### config.mk
export PLATFORM = sky130hd
export DESIGN_NAME = drmv_dp
export DESIGN_NICKNAME = d
export VERILOG_FILES = /design/src/rtl/drmv_pkg.sv /design/src/rtl/drmv_dp.sv
export SDC_FILE = /design/constraint.sdc
export NUM_CORES = 2
export LEC_CHECK = 0
export BUFFER_PORTS_ARGS = -buffer_cell sky130_fd_sc_hd__buf_4
export CORE_ASPECT_RATIO = 1.1
export CORE_UTILIZATION = 35
export DETAILED_ROUTE_END_ITERATION = 10
export GPL_TIMING_DRIVEN = 1
export MAX_ROUTING_LAYER = met4
export PLACE_DENSITY_LB_ADDON = 0.2
export SYNTH_ARGS = -nofsm -noshare
export SYNTH_HDL_FRONTEND = slang
export SYNTH_SLANG_ARGS = --single-unit
### constraint.sdc
create_clock -name i_clk -period 15.4 [get_ports i_clk]
set_input_delay 2.31 -clock i_clk [delete_from_list [all_inputs] [get_ports i_clk]]
set_output_delay 2.31 -clock i_clk [all_outputs]
set_load 0.01 [all_outputs]
### src/rtl/drmv_pkg.sv
package drmv_pkg;

    localparam int FRAC_BITS  = 16;
    localparam int TS_W       = 64;
    localparam int CNT_W      = 32;
    localparam int DUR_W      = 32;
    localparam int DEV_W      = 64;
    localparam int OUT_MEAN_W = 48;
    localparam int STATUS_W   = 2;
    localparam int HALF_W     = 32;
    localparam int MEAN_W     = DUR_W + FRAC_BITS;
    localparam int PROD_W     = 2 * MEAN_W;
    localparam int DIV_CNT_W  = $clog2(MEAN_W);
    localparam int MUL_STEPS  = 4;
    localparam int SEL_W      = 2;

    typedef enum logic [STATUS_W-1:0] {
        ST_UPDATED = 2'd0,
        ST_START   = 2'd1,
        ST_REJECT  = 2'd2
    } t_status;

    typedef enum logic [3:0] {
        S_IDLE,
        S_PREP,
        S_ABS,
        S_DIV,
        S_FIX,
        S_MUL,
        S_MACC,
        S_UPD,
        S_DONE
    } t_state;

    typedef struct packed {
        logic             load;
        logic             prep;
        logic             absd;
        logic             div_step;
        logic             fix;
        logic             mul_en;
        logic [SEL_W-1:0] mul_sel;
        logic             acc_en;
        logic             upd;
        logic             out_load;
    } t_cmd;

    typedef struct packed {
        logic upd_req;
    } t_sts;

endpackage

### src/rtl/drmv_dp.sv
module drmv_dp import drmv_pkg::*; (
    input  logic                  i_clk,
    input  logic                  i_rst_n,
    input  t_cmd                  i_cmd,
    output t_sts                  o_sts,
    input  logic                  i_mode,
    input  logic [TS_W-1:0]       i_timestamp_ns,
    input  logic [CNT_W-1:0]      i_sample_count,
    output logic [STATUS_W-1:0]   o_status,
    output logic [OUT_MEAN_W-1:0] o_mean_q16,
    output logic [DEV_W-1:0]      o_sq_dev_sum
);

    logic [TS_W-1:0]       r_start;
    logic [MEAN_W-1:0]     r_mean;
    logic [DEV_W-1:0]      r_dev;
    logic [TS_W-1:0]       r_ts;
    logic [CNT_W-1:0]      r_n;
    t_status               r_status;
    logic [MEAN_W-1:0]     r_x;
    logic                  r_neg;
    logic [MEAN_W-1:0]     r_a;
    logic [MEAN_W-1:0]     r_quo;
    logic [CNT_W-1:0]      r_rem;
    logic [MEAN_W-1:0]     r_mn;
    logic [MEAN_W-1:0]     r_b;
    logic [2*HALF_W-1:0]   r_prod;
    logic [SEL_W-1:0]      r_psel;
    logic [PROD_W-1:0]     r_acc;
    t_status               r_out_status;
    logic [OUT_MEAN_W-1:0] r_out_mean;
    logic [DEV_W-1:0]      r_out_dev;

    logic [TS_W-1:0]     diff;
    logic [DUR_W-1:0]    dur;
    logic                x_lt_m;
    logic [MEAN_W-1:0]   abs_dev;
    logic [CNT_W:0]      rem_sh;
    logic                q_bit;
    logic [HALF_W-1:0]   mul_a;
    logic [HALF_W-1:0]   mul_b;
    logic [2*HALF_W-1:0] prod;
    logic [PROD_W-1:0]   prod_sh;
    logic [DEV_W-1:0]    inc;
    logic [DEV_W:0]      dev_sum;
    t_status             req_status;

    always_comb begin
        if (!i_mode) begin
            req_status = ST_START;
        end else if (i_sample_count == '0) begin
            req_status = ST_REJECT;
        end else begin
            req_status = ST_UPDATED;
        end
    end

    assign o_sts.upd_req = (req_status == ST_UPDATED);

    assign diff    = r_ts - r_start;
    assign dur     = (|diff[TS_W-1:DUR_W]) ? '1 : diff[DUR_W-1:0];
    assign x_lt_m  = (r_x < r_mean);
    assign abs_dev = x_lt_m ? (r_mean - r_x) : (r_x - r_mean);

    assign rem_sh = {r_rem, r_quo[MEAN_W-1]};
    assign q_bit  = (rem_sh >= {1'b0, r_n});

    assign mul_a = i_cmd.mul_sel[1] ? HALF_W'(r_a[MEAN_W-1:HALF_W]) : r_a[HALF_W-1:0];
    assign mul_b = i_cmd.mul_sel[0] ? HALF_W'(r_b[MEAN_W-1:HALF_W]) : r_b[HALF_W-1:0];
    assign prod  = mul_a * mul_b;

    always_comb begin
        unique case (r_psel)
            2'b00:   prod_sh = PROD_W'(r_prod);
            2'b01,
            2'b10:   prod_sh = PROD_W'(r_prod) << HALF_W;
            default: prod_sh = PROD_W'(r_prod) << (2 * HALF_W);
        endcase
    end

    assign inc     = r_acc[2*FRAC_BITS +: DEV_W];
    assign dev_sum = {1'b0, r_dev} + {1'b0, inc};

    always_ff @(posedge i_clk) begin
        if (!i_rst_n) begin
            r_start <= '0;
            r_mean  <= '0;
            r_dev   <= '0;
        end else begin
            if (i_cmd.load && !i_mode) begin
                r_start <= i_timestamp_ns;
            end
            if (i_cmd.upd) begin
                r_mean <= r_mn;
                r_dev  <= dev_sum[DEV_W] ? '1 : dev_sum[DEV_W-1:0];
            end
        end
    end

    always_ff @(posedge i_clk) begin
        if (i_cmd.load) begin
            r_ts     <= i_timestamp_ns;
            r_n      <= i_sample_count;
            r_status <= req_status;
        end
        if (i_cmd.prep) begin
            r_x <= {dur, {FRAC_BITS{1'b0}}};
        end
        if (i_cmd.absd) begin
            r_neg <= x_lt_m;
            r_a   <= abs_dev;
            r_quo <= abs_dev;
            r_rem <= '0;
        end
        if (i_cmd.div_step) begin
            r_rem <= q_bit ? CNT_W'(rem_sh - {1'b0, r_n}) : rem_sh[CNT_W-1:0];
            r_quo <= {r_quo[MEAN_W-2:0], q_bit};
        end
        if (i_cmd.fix) begin
            r_mn  <= r_neg ? (r_mean - r_quo) : (r_mean + r_quo);
            r_b   <= r_a - r_quo;
            r_acc <= '0;
        end
        if (i_cmd.mul_en) begin
            r_prod <= prod;
            r_psel <= i_cmd.mul_sel;
        end
        if (i_cmd.acc_en) begin
            r_acc <= r_acc + prod_sh;
        end
        if (i_cmd.out_load) begin
            r_out_status <= r_status;
            r_out_mean   <= OUT_MEAN_W'(r_mean);
            r_out_dev    <= r_dev;
        end
    end

    assign o_status     = r_out_status;
    assign o_mean_q16   = r_out_mean;
    assign o_sq_dev_sum = r_out_dev;

endmodule

==> out/metrics.cfg <==
[critical_path]
path_max_fanout=35
crit_top_cell=fa_1
critPathMaxStageDelay_ns=0.98
crit_type=input port to flip-flop
critPathBufInv=6
start_kind=input port
worstPathArrival_ns=12.33
cpLargestDelayFamily=adder cells
cp.required_ns=15.89
end_kind=flip-flop
slowest_stage=mux2i_4

[floorplan]
die-area_um2=249000
num_rows=190
design.core.area_um2=244000
dieHeight_um=523
ios=225
fp.dieW_um=475
start_util_pct=35.3

[layout]
area_delta_synth_final_pct=10.1
drive_gt1_share_pct=7.22
finalNetCount=11200
instances_no_fill=12800
final_area_um2=95000
final_util_pct=38.9
fill_cells=24800

[clock_tree]
cts_tree=yes
clockBufferDepth=3
clock-sinks=807
clkLatencyLatePin_ns=0.78
cts_setup_buffers=0
cts-buffers-inserted=99
cts_root_buf=clkbuf_16
cts_hold_buf=0
htreeDepth=3
clkSlewWorstSetupHoldPaths_ns=0.06
ctsResizeCount=0

[route]
dr_wl_met2_um=139000
drt_iter0_drc=5144
ant_nets=0
via_count=68900
wl_per_cell_um=22.8
routed_wl_um=293000
dr_wl_met3_um=17600
viasPerCell=5.38
firstDrtPassIters=6
drc=0
top_layer=met4
wl_met1_um=121000

[logic_synthesis]
synth-edff-count=631
yosysTopAreaCell=edfxtp_1
async_reset_ff_share_pct=0
syn_inst=9481
yosysMostFrequentCell=inv_1
yosysTopAreaCellShare_pct=22.0
yosysWarnings=0
synth_top_flop_cell=edfxtp_1
ys_types=90
avgSynthCellArea_um2=9.10
ys_seq_area_share_pct=26.0
synth_common_cells=1,217 x inv_1, 1,010 x nand2_1, 975 x nor2_1
synth_area_leaders=edfxtp_1 22%, fa_1 21%, ha_1 9.8%
syn_nets=11200
ys_seq_elements=807
syn_area_um2=86300

[sta]
fmax_ghz=0.0844
finClkSkew_ns=0.0756
maxSlewViolCount=0
min_period_ns=11.85
fin_crit_sh_pct=76.9
rsz0062_at_grt=no
setup_viol=0
hold_violations=0
relSlewSlack_pct=13.3
tns_ns=0
tightestPinTransition_ns=1.27

[run_status]
status=finished clean

[placement]
postPlaceCellArea_um2=91500
gp_congestion=1.02
place_hpwl_um=231000
port-buffer-count=224
place_inst=12600

[run]
maxCapViolCount=0

[grt]
grt_pass1_vias=69500
grt_usage_pct=24.0
antenna_found_initial=7
grt_pass1_wl_um=438000
overflow=0
grt_max_degree=91

[worst_hold_path]
hp-class=flip-flop to flip-flop

worst paths after layout:
kind / startpoint / endpoint / slack [ns] / depth (start not counted)
max: i_cmd[4] / r_prod[58] / 3.55 / 28
min: r_status[1] / o_status[1] / 0.44 / 0
max reg2reg: r_a[8] / r_prod[58] / 5.56 / 24
min reg2reg: r_status[1] / o_status[1] / 0.44 / 0
routing by layer:
metal | track usage (%) | up-vias
li1 | - | 31800
met1 | 29.3 | 34100
met2 | 39.3 | 2331
met3 | 3.64 | 641
met4 | 10.8 | 0
met5 | - | -
sequential cells by signal (all words and copies together), names as in the netlist:
name	count
r_acc	96
r_mn	48
r_ts	64
r_dev	64
r_a	48
r_status	2
r_psel	2
o_sq_dev_sum	64
r_quo	48
o_status	2
r_neg	1
r_mean	48
r_n	32
r_prod	64
r_b	48
o_mean_q16	48
r_start	64
r_x	32
r_rem	32
kinds of logic after synthesis:
kind of cell    share of synthesized area (%)
mux                                      1.84
simple gates                             15.1
compound gates                           14.3
flops                                    26.0
xor+xnor                                 4.55
fa+ha+maj                                30.8
buf+inv                                  7.34
final cells by class:
cell class	instances	area (um2)	area share, %
multi-input cells	6997	57800	60.8
inverters	1220	4580	4.82
well taps	3264	4080	4.30
clock inverters	63	808	0.851
diodes	3	7.51	0.00790
clock buffers	124	2730	2.87
repair buffers	340	2560	2.69
flip-flops and latches	807	22500	23.6
stage by stage:
step	hold slack (ns)	setup WS, ns
after global routing	0.449	3.25
after global placement	0.407	3.10
after CTS	0.437	3.80
after floorplan	0.400	4.50
final	0.437	3.55
after detailed placement	0.413	2.99
placed cells by master, fill, tap and decap left out, types with 21 or more instances in the layout:
master     instances
inv_1           1217
nand2_1         1009
nor2_1           975
fa_1             903
ha_1             677
edfxtp_1         631
a21oi_1          619
o21ai_0          366
buf_4            339
xnor2_1          281
a21o_1           225
dfxtp_1          176
xor2_1           166
nand3_1          127
nand4_1          118
nor2b_1          117
nor3_1           104
clkbuf_16        104
a21boi_0          93
o21a_1            87
nand2b_1          86
and2_1            76
mux2i_1           75
a31oi_1           72
o21bai_1          70
a211oi_1          67
a22o_1            63
and3_1            58
mux2_2            53
nor4_1            47
o211ai_1          39
o31ai_1           31
a211o_1           23
or3_1             21
Power is not shown: default switching activity piles up to over one toggle a cycle in this logic, so the estimate is an artifact.
