==> src/rtl/drmv_pkg.sv <==
package drmv_pkg;

    localparam int FRAC_BITS  = 16;
    localparam int TS_W       = 64;
    localparam int CNT_W      = 32;
    localparam int DUR_W      = 32;
    localparam int DEV_W      = 64;
    localparam int OUT_MEAN_W = 48;
    localparam int STATUS_W   = 2;
    localparam int HALF_W     = 32;
    localparam int MEAN_W     = DUR_W + FRAC_BITS;
    localparam int PROD_W     = 2 * MEAN_W;
    localparam int DIV_CNT_W  = $clog2(MEAN_W);
    localparam int MUL_STEPS  = 4;
    localparam int SEL_W      = 2;

    typedef enum logic [STATUS_W-1:0] {
        ST_UPDATED = 2'd0,
        ST_START   = 2'd1,
        ST_REJECT  = 2'd2
    } t_status;

    typedef enum logic [3:0] {
        S_IDLE,
        S_PREP,
        S_ABS,
        S_DIV,
        S_FIX,
        S_MUL,
        S_MACC,
        S_UPD,
        S_DONE
    } t_state;

    typedef struct packed {
        logic             load;
        logic             prep;
        logic             absd;
        logic             div_step;
        logic             fix;
        logic             mul_en;
        logic [SEL_W-1:0] mul_sel;
        logic             acc_en;
        logic             upd;
        logic             out_load;
    } t_cmd;

    typedef struct packed {
        logic upd_req;
    } t_sts;

endpackage

==> src/rtl/drmv_ctrl.sv <==
module drmv_ctrl import drmv_pkg::*; (
    input  logic i_clk,
    input  logic i_rst_n,
    input  logic i_req_valid,
    output logic o_req_ready,
    output logic o_rsp_valid,
    input  logic i_rsp_ready,
    input  t_sts i_sts,
    output t_cmd o_cmd
);

    localparam logic [DIV_CNT_W-1:0] DIV_LAST = DIV_CNT_W'(MEAN_W - 1);
    localparam logic [DIV_CNT_W-1:0] MUL_LAST = DIV_CNT_W'(MUL_STEPS - 1);

    t_state               r_state, n_state;
    logic [DIV_CNT_W-1:0] r_cnt, n_cnt;
    logic                 r_out_vld, n_out_vld;

    always_ff @(posedge i_clk) begin
        if (!i_rst_n) begin
            r_state   <= S_IDLE;
            r_cnt     <= '0;
            r_out_vld <= 1'b0;
        end else begin
            r_state   <= n_state;
            r_cnt     <= n_cnt;
            r_out_vld <= n_out_vld;
        end
    end

    always_comb begin
        n_state     = r_state;
        n_cnt       = r_cnt;
        o_cmd       = '0;
        o_req_ready = 1'b0;
        unique case (r_state)
            S_IDLE: begin
                o_req_ready = 1'b1;
                n_cnt       = '0;
                if (i_req_valid) begin
                    o_cmd.load = 1'b1;
                    n_state    = i_sts.upd_req ? S_PREP : S_DONE;
                end
            end
            S_PREP: begin
                o_cmd.prep = 1'b1;
                n_state    = S_ABS;
            end
            S_ABS: begin
                o_cmd.absd = 1'b1;
                n_state    = S_DIV;
            end
            S_DIV: begin
                o_cmd.div_step = 1'b1;
                if (r_cnt == DIV_LAST) begin
                    n_cnt   = '0;
                    n_state = S_FIX;
                end else begin
                    n_cnt = r_cnt + 1'b1;
                end
            end
            S_FIX: begin
                o_cmd.fix = 1'b1;
                n_state   = S_MUL;
            end
            S_MUL: begin
                o_cmd.mul_en  = 1'b1;
                o_cmd.mul_sel = r_cnt[SEL_W-1:0];
                o_cmd.acc_en  = (r_cnt != '0);
                if (r_cnt == MUL_LAST) begin
                    n_cnt   = '0;
                    n_state = S_MACC;
                end else begin
                    n_cnt = r_cnt + 1'b1;
                end
            end
            S_MACC: begin
                o_cmd.acc_en = 1'b1;
                n_state      = S_UPD;
            end
            S_UPD: begin
                o_cmd.upd = 1'b1;
                n_state   = S_DONE;
            end
            S_DONE: begin
                if (!r_out_vld || i_rsp_ready) begin
                    o_cmd.out_load = 1'b1;
                    n_state        = S_IDLE;
                end
            end
            default: n_state = S_IDLE;
        endcase
    end

    always_comb begin
        if (o_cmd.out_load) begin
            n_out_vld = 1'b1;
        end else if (i_rsp_ready) begin
            n_out_vld = 1'b0;
        end else begin
            n_out_vld = r_out_vld;
        end
    end

    assign o_rsp_valid = r_out_vld;

endmodule

==> config.mk <==
export PLATFORM = sky130hd
export DESIGN_NAME = drmv_ctrl
export DESIGN_NICKNAME = d
export VERILOG_FILES = /design/src/rtl/drmv_pkg.sv /design/src/rtl/drmv_ctrl.sv
export SDC_FILE = /design/constraint.sdc
export NUM_CORES = 1
export LEC_CHECK = 0
export ABC_AREA = 1
export BUFFER_PORTS_ARGS = -buffer_cell sky130_fd_sc_hd__buf_2
export CAP_MARGIN = 20
export CORE_ASPECT_RATIO = 0.7
export CORE_UTILIZATION = 35
export CTS_CLUSTER_DIAMETER = 120
export DETAILED_ROUTE_END_ITERATION = 10
export GPL_TIMING_DRIVEN = 0
export MAX_ROUTING_LAYER = met4
export PLACE_DENSITY_LB_ADDON = 0.05
export SETUP_SLACK_MARGIN = 0.15
export SYNTH_ARGS = -nofsm -noshare
export SYNTH_HDL_FRONTEND = slang
export SYNTH_SLANG_ARGS = --single-unit
==> constraint.sdc <==
create_clock -name i_clk -period 1.21 [get_ports i_clk]
set_input_delay 0.121 -clock i_clk [delete_from_list [all_inputs] [get_ports i_clk]]
set_output_delay 0.121 -clock i_clk [all_outputs]
set_load 0.02 [all_outputs]
==> impl_metrics.yaml, run 1 <==
sta:
  post-route-period-util: 1.18
  skew_ns: 0.00525
  hold_ws_ns: 0.0872
  worstMarginPinSlew_ns: 0.330
  hold_violations: 0
  rsz0062_at_grt: "true"
  finalWorstSetupSlack_ns: -0.224
  layout_min_cycle_time_ns: 1.43
  final-setup-viol-count: 18
  slew_headroom: 0.779
  fmax_mhz: 698
  drv_slew: 0
die:
  die_width_um: 58.7
  core_um2: 1980
  initial_core_util: 0.397
  ioPinCount: 18
  num_rows: 13
  die_y_um: 41.7
  die_area_um2: 2450
hold_path:
  hold_path_end: "r_state[3]"
  hold_class: "primary input to flop"
  holdPathStages: 3
  min_from: "i_rst_n"
clock_network:
  hold_buffers: 0
  cts-root-buf: "clkbuf_4"
  cts.sinks: 11
  insertion_delay_ns: 0.28
  path_clk_slew_ns: 0.08
  clockBufferDepth: 2
  htreeDepth: 1
  cts_buffers: 3
  cts_tree: "built"
status:
  status: "finished with violations"
  violations: "negative setup slack"
setup_path:
  reg2reg_slack_ns: -0.11
  reg2reg_depth: 8
  crit_fanout: 4
  reg2reg_from: "r_cnt[0]"
  required_ns: 1.09
  r2r_end: "r_state[2]"
  end_kind: "output pin"
  start_kind: "flop"
  worstPathArrival_ns: 1.31
  critical_path_class: "flop to output pin"
synth:
  syn_nets: 130
  ys.flop_type: "dfxtp_1"
  syn-instance-count: 123
  synth-edff-count: 0
  async_flop_share: 0
  synthesis.area_um2: 787
  netlist-cell-type-count: 23
  yosysWarnings: 0
  ys_seq_area_frac: 0.280
  ys_seq_elements: 11
  syn-mean-instance-area_um2: 6.40
placed_design:
  place_inst: 170
  io_buffers: 17
  dp_hpwl_mm: 1.46
  pre_cts_ws_ns: -0.127
  routabilityCongestion: 0.805
routing:
  post-route-drc-count: 0
  vias: 850
  drt.antenna.violating_nets: 0
  drt_iter0_drc: 32
  routedWlPerCell_um: 11.4
  via_per_inst: 4.64
  drtPass1Iterations: 4
  wl_mm: 2.09
power:
  power_mw: 2.49
  p_leak_nw: 0.564
  ir_drop_uv: 1200
  power.density_nw_per_um2: 2030
cells_and_area:
  diodes: 0
  final_layout_size_suffix_gt1_frac: 0.549
  instances_no_fill: 183
  area_growth_pct: 56.0
  fin_nets: 161
run:
  cap_violations: 0
global_route:
  grt_pass1_vias: 808
  grt-ovfl-total: 0
  track_usage: 0.198
  grt_pass1_wl_mm: 3.55
  grt_max_degree: 8
  antenna_found_initial: 0
==> where the power goes <==
part           total [mW]  leakage [nW]  switching, mW  internal (mW)
combinational        1.61         0.452          0.978          0.630
clock               0.273        0.0177          0.150          0.123
sequential          0.610        0.0947          0.139          0.471
==> placed cells by master (no fill, tap or decap), types with 4 or more instances in the layout <==
cell type,netlist,final
buf_2,0,7
a21oi_1,7,5
inv_2,6,8
nor2_1,27,18
inv_1,14,10
nor2_2,2,9
nand2_2,5,4
nand2_1,20,18
nand2_4,2,4
nand3_1,10,7
dfxtp_4,0,6
buf_6,0,5
buf_4,1,15
==> cells in the mapped netlist (2+ instances only) <==
| master | number | area (um2) |
|---|---|---|
| a21oi_1 | 7 | 35.0 |
| inv_2 | 6 | 22.5 |
| nor2_2 | 2 | 12.5 |
| nand2_2 | 5 | 31.3 |
| nor2_1 | 27 | 101 |
| xor2_1 | 3 | 26.3 |
| ha_1 | 2 | 25.0 |
| o21ai_0 | 3 | 15.0 |
| o21ai_1 | 2 | 10.0 |
| nand2_1 | 20 | 75.1 |
| nand3_1 | 10 | 50.1 |
| nand2_4 | 2 | 22.5 |
| inv_1 | 14 | 52.6 |
| dfxtp_1 | 11 | 220 |
==> flip-flops by register name, indices dropped and copies added (netlist names) <==
signal / flops
o_rsp_valid: 1
r_state: 4
r_cnt: 6
==> routing by layer <==
metal,share of wire,vias up,track usage
met3,0.046,2,0.0654
met5,0,-,-
li1,-,441,-
met2,0.41,19,0.267
met4,0.0062,0,0.0429
met1,0.54,388,0.283
==> area by class of cell <==
type                            instances  area, um2
Inverter                               20       85.1
Buffer                                  1       7.51
Timing Repair Buffer                   26        196
Multi-Input combinational cell         91        628
Clock inverter                          1       5.00
Tap cell                               30       37.5
Sequential cell                        11        245
Clock buffer                            3       22.5
Fill cell                             183        757
==> critical path, cell delays in order (launching register included) <==
cell and delay [ns]:
dfxtp_4 0.37, nor2_4 0.12, inv_2 0.07, nor4_4 0.22, buf_4 0.15, buf_6 0.10
==> kinds of logic after synthesis <==
logic type      count (synthesis)  synth area share
xor+xnor                        4            0.0445
buf+inv                        21             0.105
simple gates                   71             0.442
compound gates                 14            0.0970
fa+ha+maj                       2            0.0318
flops                          11             0.280
==> how the worst max path moves through the flow <==
| stage | startpoint | endpoint | slack, ns |
|---|---|---|---|
| 6_report | r_state[1] | o_cmd[0] | -0.22 |
| 5_1_grt | r_state[1] | o_cmd[0] | -0.31 |
| 4_1_cts | r_cnt[0] | o_cmd[2] | -0.23 |
| 3_5_place_dp | r_state[0] | o_cmd[0] | -0.13 |
| 3_3_place_gp | r_state[0] | o_cmd[0] | -0.13 |
| 2_1_floorplan | r_cnt[1] | r_state[2] | 0.05 |
==> stage by stage <==
stage | area, um2 | setup TNS, ns | util
floorplan | 856 | 0 | -
global placement | 978 | -0.389 | 0.493
global route | 1230 | -3.43 | 0.619
detailed placement | 978 | -0.467 | 0.493
finish | 1230 | -1.81 | 0.619
CTS | 1190 | -1.97 | 0.598
==> timing repair <==
item                       CTS  global route
setup endpoints to repair   23            23
setup buffers                8             1
resized for setup           35            13
gates cloned                 0             0
pin swaps                    9             3
No activity file was read; power rests on OpenSTA's default activity.
==> run 2: changes to the inputs <==
==> constraint.sdc (replaced) <==
create_clock -name i_clk -period 1.21 [get_ports i_clk]
set_input_delay 0.242 -clock i_clk [delete_from_list [all_inputs] [get_ports i_clk]]
set_output_delay 0.242 -clock i_clk [all_outputs]
set_load 0.02 [all_outputs]
==> run 2 against run 1 <==
The run still ends with negative setup slack left. Count of clock-buffer cells in the layout grew 1. Sequential power grew 3.3%. Power grew 25%. Cell count grew 8.2%. Routed wire length grew 17%. Non-clock buffer count grew 15. Worst setup slack lost 0.078 ns. Clock skew shrank 0.0039 ns. Sequential share of layout area shrank 2.9 points. Fmax shrank 5.1%. First-iteration DRC count shrank 75%. Critical endpoint unchanged.
==> impl_metrics.yaml, run 2 (synthesized netlist as in run 1, its figures left out) <==
setup_path:
  reg2reg_from: "r_state[0]"
  required_ns: 0.97
  reg2reg_depth: 11
  worst_setup_path_startpoint: "r_state[0]"
  worstPathArrival_ns: 1.27
  start_kind: "flop"
  crit_end: "o_cmd[0]"
  reg2reg_slack_ns: -0.21
  end_kind: "output pin"
  crit_fanout: 4
  critical_path_class: "flop to output pin"
  r2r_end: "r_state[3]"
power:
  p_clk_frac: 0.082
  p_sw_mw: 1.48
  switching_share: 0.475
  intPower_mw: 1.64
  power.density_nw_per_um2: 2170
  seqPwrFrac: 0.202
  p_leak_nw: 0.665
  combPwrFrac: 0.716
  ir_drop_uv: 1390
global_route:
  track_usage: 0.227
  antenna_found_initial: 0
  grt_pass1_wl_mm: 3.99
  grt_max_degree: 8
  grt_pass1_vias: 856
  grt-ovfl-total: 0
cells_and_area:
  most-common-layout-cells: "buf_4, nor2_1, nand2_1, buf_6"
  multi_input_area_um2: 679
  largest-register: "r_cnt"
  fillCellCount: 162
  final_common_cell: "buf_4"
  final_layout_size_suffix_gt1_frac: 0.607
  diodes: 0
  largest_reg_flops: 6
  instances_no_fill: 198
  area_growth_pct: 83.3
  seq_area_um2: 246
  fin_nets: 176
clock_network:
  path_clk_slew_ns: 0.07
  insertion_delay_ns: 0.27
  clockBufferDepth: 2
  htreeDepth: 1
  cts_tree: "built"
  cts-root-buf: "clkbuf_4"
  cts.sinks: 11
  cts_buffers: 3
sta:
  post-route-period-util: 1.25
  hold_ws_ns: 0.239
  fmax_mhz: 662
  skew_ns: 0.00136
  hold_violations: 0
  slew_headroom: 0.781
  drv_slew: 0
  worstMarginPinSlew_ns: 0.329
  finalWorstSetupSlack_ns: -0.301
  rsz0062_at_grt: "true"
  final-setup-viol-count: 22
  layout_min_cycle_time_ns: 1.51
routing:
  post-route-drc-count: 0
  drt_iter0_drc: 8
  via_per_inst: 4.75
  routedWlPerCell_um: 12.3
  vias: 941
  drt.antenna.violating_nets: 0
  drtPass1Iterations: 4
  wl_mm: 2.44
status:
  status: "finished with violations"
  violations: "negative setup slack"
hold_path:
  hold_class: "primary input to flop"
die:
  die_y_um: 41.7
  ioPinCount: 18
  core_um2: 1980
  initial_core_util: 0.397
  die_width_um: 58.7
  die_area_um2: 2450
  num_rows: 13
placed_design:
  routabilityCongestion: 0.835
  io_buffers: 17
  dp_hpwl_mm: 1.56
  place_inst: 170
run:
  cap_violations: 0
[run 2: cell types whose count changed in the layout (fill, tap and decap cells not counted), sizes merged]
cell    previous run  this run
buf               27        42
clkinv             1         0
clkbuf             3         4
[run 2: metrics by stage]
step           TNS (ns)  worst slack, ns  total power, mW   util  instance area, um2
2_1_floorplan         0           0.0462             1.64      -                 908
3_3_place_gp     -0.455           -0.115             1.92  0.520                1030
3_5_place_dp     -0.613           -0.121             1.94  0.520                1030
4_1_cts           -4.46           -0.322             2.84  0.670                1330
5_1_grt           -6.08           -0.365             3.34  0.727                1440
6_report          -4.34           -0.301             3.12  0.727                1440
[run 2: how the worst min path moves through the flow]
stage,from,end,cells past startpoint,slack [ns]
3_5_place_dp,r_cnt[4],r_cnt[4],2,0.48
6_report,i_rst_n,r_state[2],3,0.24
2_1_floorplan,i_rst_n,r_state[1],2,0.35
4_1_cts,i_rst_n,r_state[2],3,0.23
5_1_grt,i_rst_n,r_state[2],3,0.23
3_3_place_gp,r_cnt[4],r_cnt[4],2,0.48
[run 2: what timing repair did]
item                                    in CTS  in global routing
hold buffers                                 0                  0
pin swaps                                   17                  9
setup buffers                               17                  7
endpoints found under the setup margin      22                 22
gates resized for setup                     43                 19
[run 2: power groups by stage]
stage,clock network [mW],registers [mW],logic (mW)
floorplan,0,0.606,1.03
global placement,0,0.614,1.30
detailed placement,0,0.621,1.32
CTS,0.269,0.614,1.96
global route,0.295,0.645,2.40
finish,0.257,0.630,2.24
[run 2: area by class of cell]
cell class / instances / area share
Multi-Input combinational cell: 91 / 0.471
Timing Repair Buffer: 41 / 0.241
Sequential cell: 11 / 0.171
Inverter: 20 / 0.0676
Tap cell: 30 / 0.0260
Clock buffer: 4 / 0.0182
Buffer: 1 / 0.00520
[run 2: worst max-delay path, stage by stage (launching register included)]
cell	delay, ns
dfxtp_4	0.38
nor2_4	0.15
inv_4	0.06
nor4_4	0.16
buf_4	0.15
buf_6	0.10
[run 2: layer usage]
layer	up-vias	share of wire	track usage
met4	0	0	0.0429
li1	474	-	-
met3	0	0.053	0.0717
met1	430	0.45	0.288
met5	-	0	-
met2	37	0.49	0.359
